[src/pli_ram.sv]
// Generic single-port-write, single-port-read RAM with registered read.
// No dependencies.
module pli_ram #(
  parameter int Width = 32,
  parameter int Depth = 64
) (
  input  logic                     clk_i,
  input  logic                     we_i,
  input  logic [$clog2(Depth)-1:0] waddr_i,
  input  logic [Width-1:0]         wdata_i,
  input  logic [$clog2(Depth)-1:0] raddr_i,
  output logic [Width-1:0]         rdata_o
);
  logic [Width-1:0] mem_q [Depth];

  always_ff @(posedge clk_i) begin
    if (we_i) begin
      mem_q[waddr_i] <= wdata_i;
    end
    rdata_o <= mem_q[raddr_i];
  end
endmodule
[config.mk]
export PLATFORM = sky130hd
export DESIGN_NAME = pli_ram
export DESIGN_NICKNAME = d
export VERILOG_FILES = /design/src/pli_ram.sv
export SDC_FILE = /design/constraint.sdc
export NUM_CORES = 2
export LEC_CHECK = 0
export ABC_CLOCK_PERIOD_IN_PS = 8620
export BUFFER_PORTS_ARGS = -buffer_cell sky130_fd_sc_hd__buf_2
export CORE_MARGIN = 1
export CORE_UTILIZATION = 60
export DETAILED_ROUTE_END_ITERATION = 8
export PLACE_DENSITY = 0.87
export RECOVER_POWER = 50
export SLEW_MARGIN = 25
export SYNTH_ARGS = -nofsm -noshare
export SYNTH_HDL_FRONTEND = slang
export SYNTH_SLANG_ARGS = --single-unit
[constraint.sdc]
create_clock -name clk_i -period 8.62 [get_ports clk_i]
set_input_delay 0.431 -clock clk_i [delete_from_list [all_inputs] [get_ports clk_i]]
set_output_delay 0.431 -clock clk_i [all_outputs]
set_load 0.03 [all_outputs]
; Word-level counts from Yosys, hierarchy flattened
; Memory sizes are Yosys's and may differ from the RTL's. A register that Yosys moved wholly into a read port is not among the register bits.
; Cells that the tools add are included.
[op_classes]
muxes = 2
[op_table]
columns = op, n
row1 = 2-to-1 mux 1 bit, 2
[totals]
regBits = 0
mem_bits_rw = 2048
input_bits = 46
output_inout_bits = 32
wordCells = 3
memories = 1
[memory_table]
columns = name, words, width, rd, rd_ports_with_merged_regs, write_ports, line_no
row1 = mem_q, 64, 32, 1, 1, 1, 14  ; logic [Width-1:0] mem_q [Depth];

; Logic depth before layout (Yosys ltp)
[logic_depth]
ltp_word = 2
mapped_depth = 10
depth_no_buf = 5

; Least setup slack after synthesis
; OpenSTA, ideal clock, no wires.
[synth_timing]
kind = input port to flip-flop
startpoint = in waddr_i[3]
endpoint = mem mem_q[48][0], enable pin
setup_time_ps = 461
arrival_time_ps = 3130
required_time_ps = 8159
path_slack_ps = 5029
cell_stages = 4
n_path_buf = 1
path_cell_list = clkbuf_1 -> nor2b_1 -> nand4b_1 -> nor3_1
[synth_lines]
columns = element, line_no
row1 = start: declaration, 9  ; input logic [$clog2(Depth)-1:0] waddr_i,
row2 = end: declaration, 14
; Straight into the memory's write port.

==> impl_metrics.toml <==
[die]
core_um2 = 130000
row_count = 132
initial_core_util_pct = 60.6
dieArea_um2 = 132000
die_h_um = 364
pin_count = 78
die_x_um = 364

[drt]
wire_per_inst_um = 42.4
drt-initial-drc-count = 7975
via_per_inst = 7.55
remaining_drc_errors = 0
via_count = 40800
first_pass_iters = 6
totalWireLength_um = 229000
ant_nets = 0

[sta]
slew_violations = 2113
tns_ns = 0
period_share_pct = 42.7
setup_viol = 0
fin_skew_ns = 0.0322
fin_crit_ns = 3.68
worst_pin_slew_ns = 3.25
hold_violations = 0
fmax_ghz = 0.272
grt_setup_unrepaired = "no"
slew-limit-headroom_pct = -117

[outcome]
failed_checks = "capacitance limit, slew limit"
status = "finished with violations"

[final_layout]
area_delta_synth_final_pct = 11.3
finalInstanceArea_um2 = 87400
nNetsFinal = 3549
drive_above_1_share_pct = 27.8

[placement]
gp_congestion = 0.808
placed_area_um2 = 81500
io_buffers = 77
dp_hpwl_um = 111000

[setup_path]
crit_path_max_fanout = 73
cpPeakStageDelay_ns = 0.75
endpoint_kind = "flip-flop"
worst_setup_path_start_kind = "input port"
critPathBufInv = 3
critPathSlowestCell = "buf_4"
crit_required_ns = 9.29
path_cells = "buf_8 -> buf_4 -> buf_4 -> mux4_2 -> mux4_2 -> o22ai_1 -> nor2_1"
arrival_ns = 4.34
critPathKind = "in -> reg"
cp_top_family = "buffers and inverters"

[clock_network]
cts_hold_buf = 0
htreeDepth = 4
root_buffer = "clkbuf_16"
clkSinkCount = 2080
cts.repair.resized = 0
cts_tree = "yes"
clk_path_buf_depth = 3
numCtsBuffers = 188
clk_pin_slew_worst_paths_ns = 0.06
post_cts_buffers = 0
clock_latency_ns = 0.81

[logic_synthesis]
synthDistinctLibCells = 34
avgSynthCellArea_um2 = 23.6
syn-instance-count = 3324
synth_most_common_cell = "edfxtp_1"
synth_edf_count = 2048
yosys.area.top_type = "edfxtp_1"
ys_seq_elements = 2080
synthTopCellsByArea = "edfxtp_1 (78%), mux4_2 (16%), mux2i_1 (1.2%), dfxtp_1 (0.82%), o22ai_1 (0.67%)"
yosysWarnings = 0
synth_common_cells = "edfxtp_1 (2048), mux4_2 (544), nor2_1 (137)"
synth_fp_nets = 3370
yosysSeqAreaShare_pct = 79.1
async_flop_share_pct = 0
yosysTopAreaCellShare_pct = 78.3
yosys_most_used_dff = "edfxtp_1"
syn_area_um2 = 78500

[global_routing]
grt_pass1_vias = 41800
grt_util_all_layers_pct = 35.2
antenna_found_initial = 8
grt_max_degree = 130
grt.overflow.total = 0
grt_pass1_wl_um = 317000

[pwr]
powerDensity_nw_per_um2 = 237
ir_worst_vdd_v = 0.000192
p_leak_nw = 27.0

[flow_run]
cap_violations = 33

[hold_path]
hold_path.class = "in -> reg"
-- worst register-to-register path, stage by stage (launching register included) --
cell and delay (ns):
edfxtp_1 0.41, mux4_2 0.49, mux4_2 0.50, o22ai_1 0.82
nor2_1 0.14
-- power by group --
group	leakage (nW)	switching, mW	total (mW)	internal, mW
Clock	2.94	3.75	8.35	4.59
Combinational	5.40	0.709	1.06	0.356
Sequential	18.7	0.0603	11.3	11.2
-- metrics by stage --
step,power [mW],utilization [%],setup WS (ns),cells,hold slack [ns]
6_report,20.7,67.4,4.94,5405,0.225
5_1_grt,21.0,67.4,4.98,5403,0.216
4_1_cts,20.6,67.5,5.11,5402,0.182
3_5_place_dp,12.5,62.8,4.39,5055,0.739
3_3_place_gp,12.4,62.8,4.47,5055,0.714
2_1_floorplan,12.0,-,5.03,3324,0.530
-- layout make-up --
cell class / instances / area (um^2)
fillers: 7109 / 42300
multi-input cells: 1062 / 15900
clock buffers: 244 / 5140
diodes: 3 / 7.51
well taps: 1742 / 2180
flip-flops and latches: 2080 / 62100
clock inverters: 103 / 861
repair buffers: 171 / 1130
-- path summary, 6_finish.rpt --
kind | cells past startpoint | slack (ns) | endpoint | start
max | 7 | 4.94 | rdata_o[7] | raddr_i[1]
min reg2reg | 4 | 0.76 | rdata_o[17] | mem_q[12][17]
max reg2reg | 4 | 6.11 | rdata_o[18] | mem_q[18][18]
min | 3 | 0.23 | mem_q[55][10] | waddr_i[1]
-- placed cells by master (no fill, tap or decap), types with 24 or more instances in the layout --
cell type / netlist / routed
edfxtp_1: 2048 / 2048
nor2_1: 137 / 81
buf_4: 25 / 89
o22ai_1: 84 / 84
nand2_1: 26 / 24
clkbuf_16: 0 / 193
clkbuf_1: 74 / 74
clkinv_1: 0 / 40
mux4_2: 544 / 544
o221ai_1: 27 / 27
clkinv_2: 0 / 36
buf_2: 57 / 39
nor2_4: 0 / 56
mux2i_1: 93 / 93
dfxtp_1: 32 / 32
a21oi_1: 62 / 62
-- sequential cells by signal, indices dropped and copies added (netlist names) --
| register | cells |
|---|---|
| rdata_o | 32 |
| mem_q | 2048 |
-- kinds of logic (layout without fill, tap and decap cells) --
family / Yosys count / in the layout / synth area share (%)
DFF: 2080 / 2080 / 79.1
muxes: 637 / 637 / 16.8
and+or+nand+nor: 223 / 223 / 1.27
AOI/OAI and AO/OA: 202 / 202 / 1.67
buffers and inverters: 182 / 518 / 1.13
other: 0 / 3 / 0
-- metal layers --
| metal | track usage [%] | vias to the layer above | routed length [um] | share of wire [%] |
|---|---|---|---|---|
| met5 | 0 | - | 41 | 0.018 |
| met4 | 22.2 | 6 | 18000 | 7.8 |
| met3 | 9.54 | 1174 | 35500 | 15 |
| met2 | 55.5 | 4573 | 109000 | 47 |
| met1 | 43.8 | 20400 | 67200 | 29 |
| li1 | - | 14600 | - | - |
No activity file was read; power rests on OpenSTA's default activity.
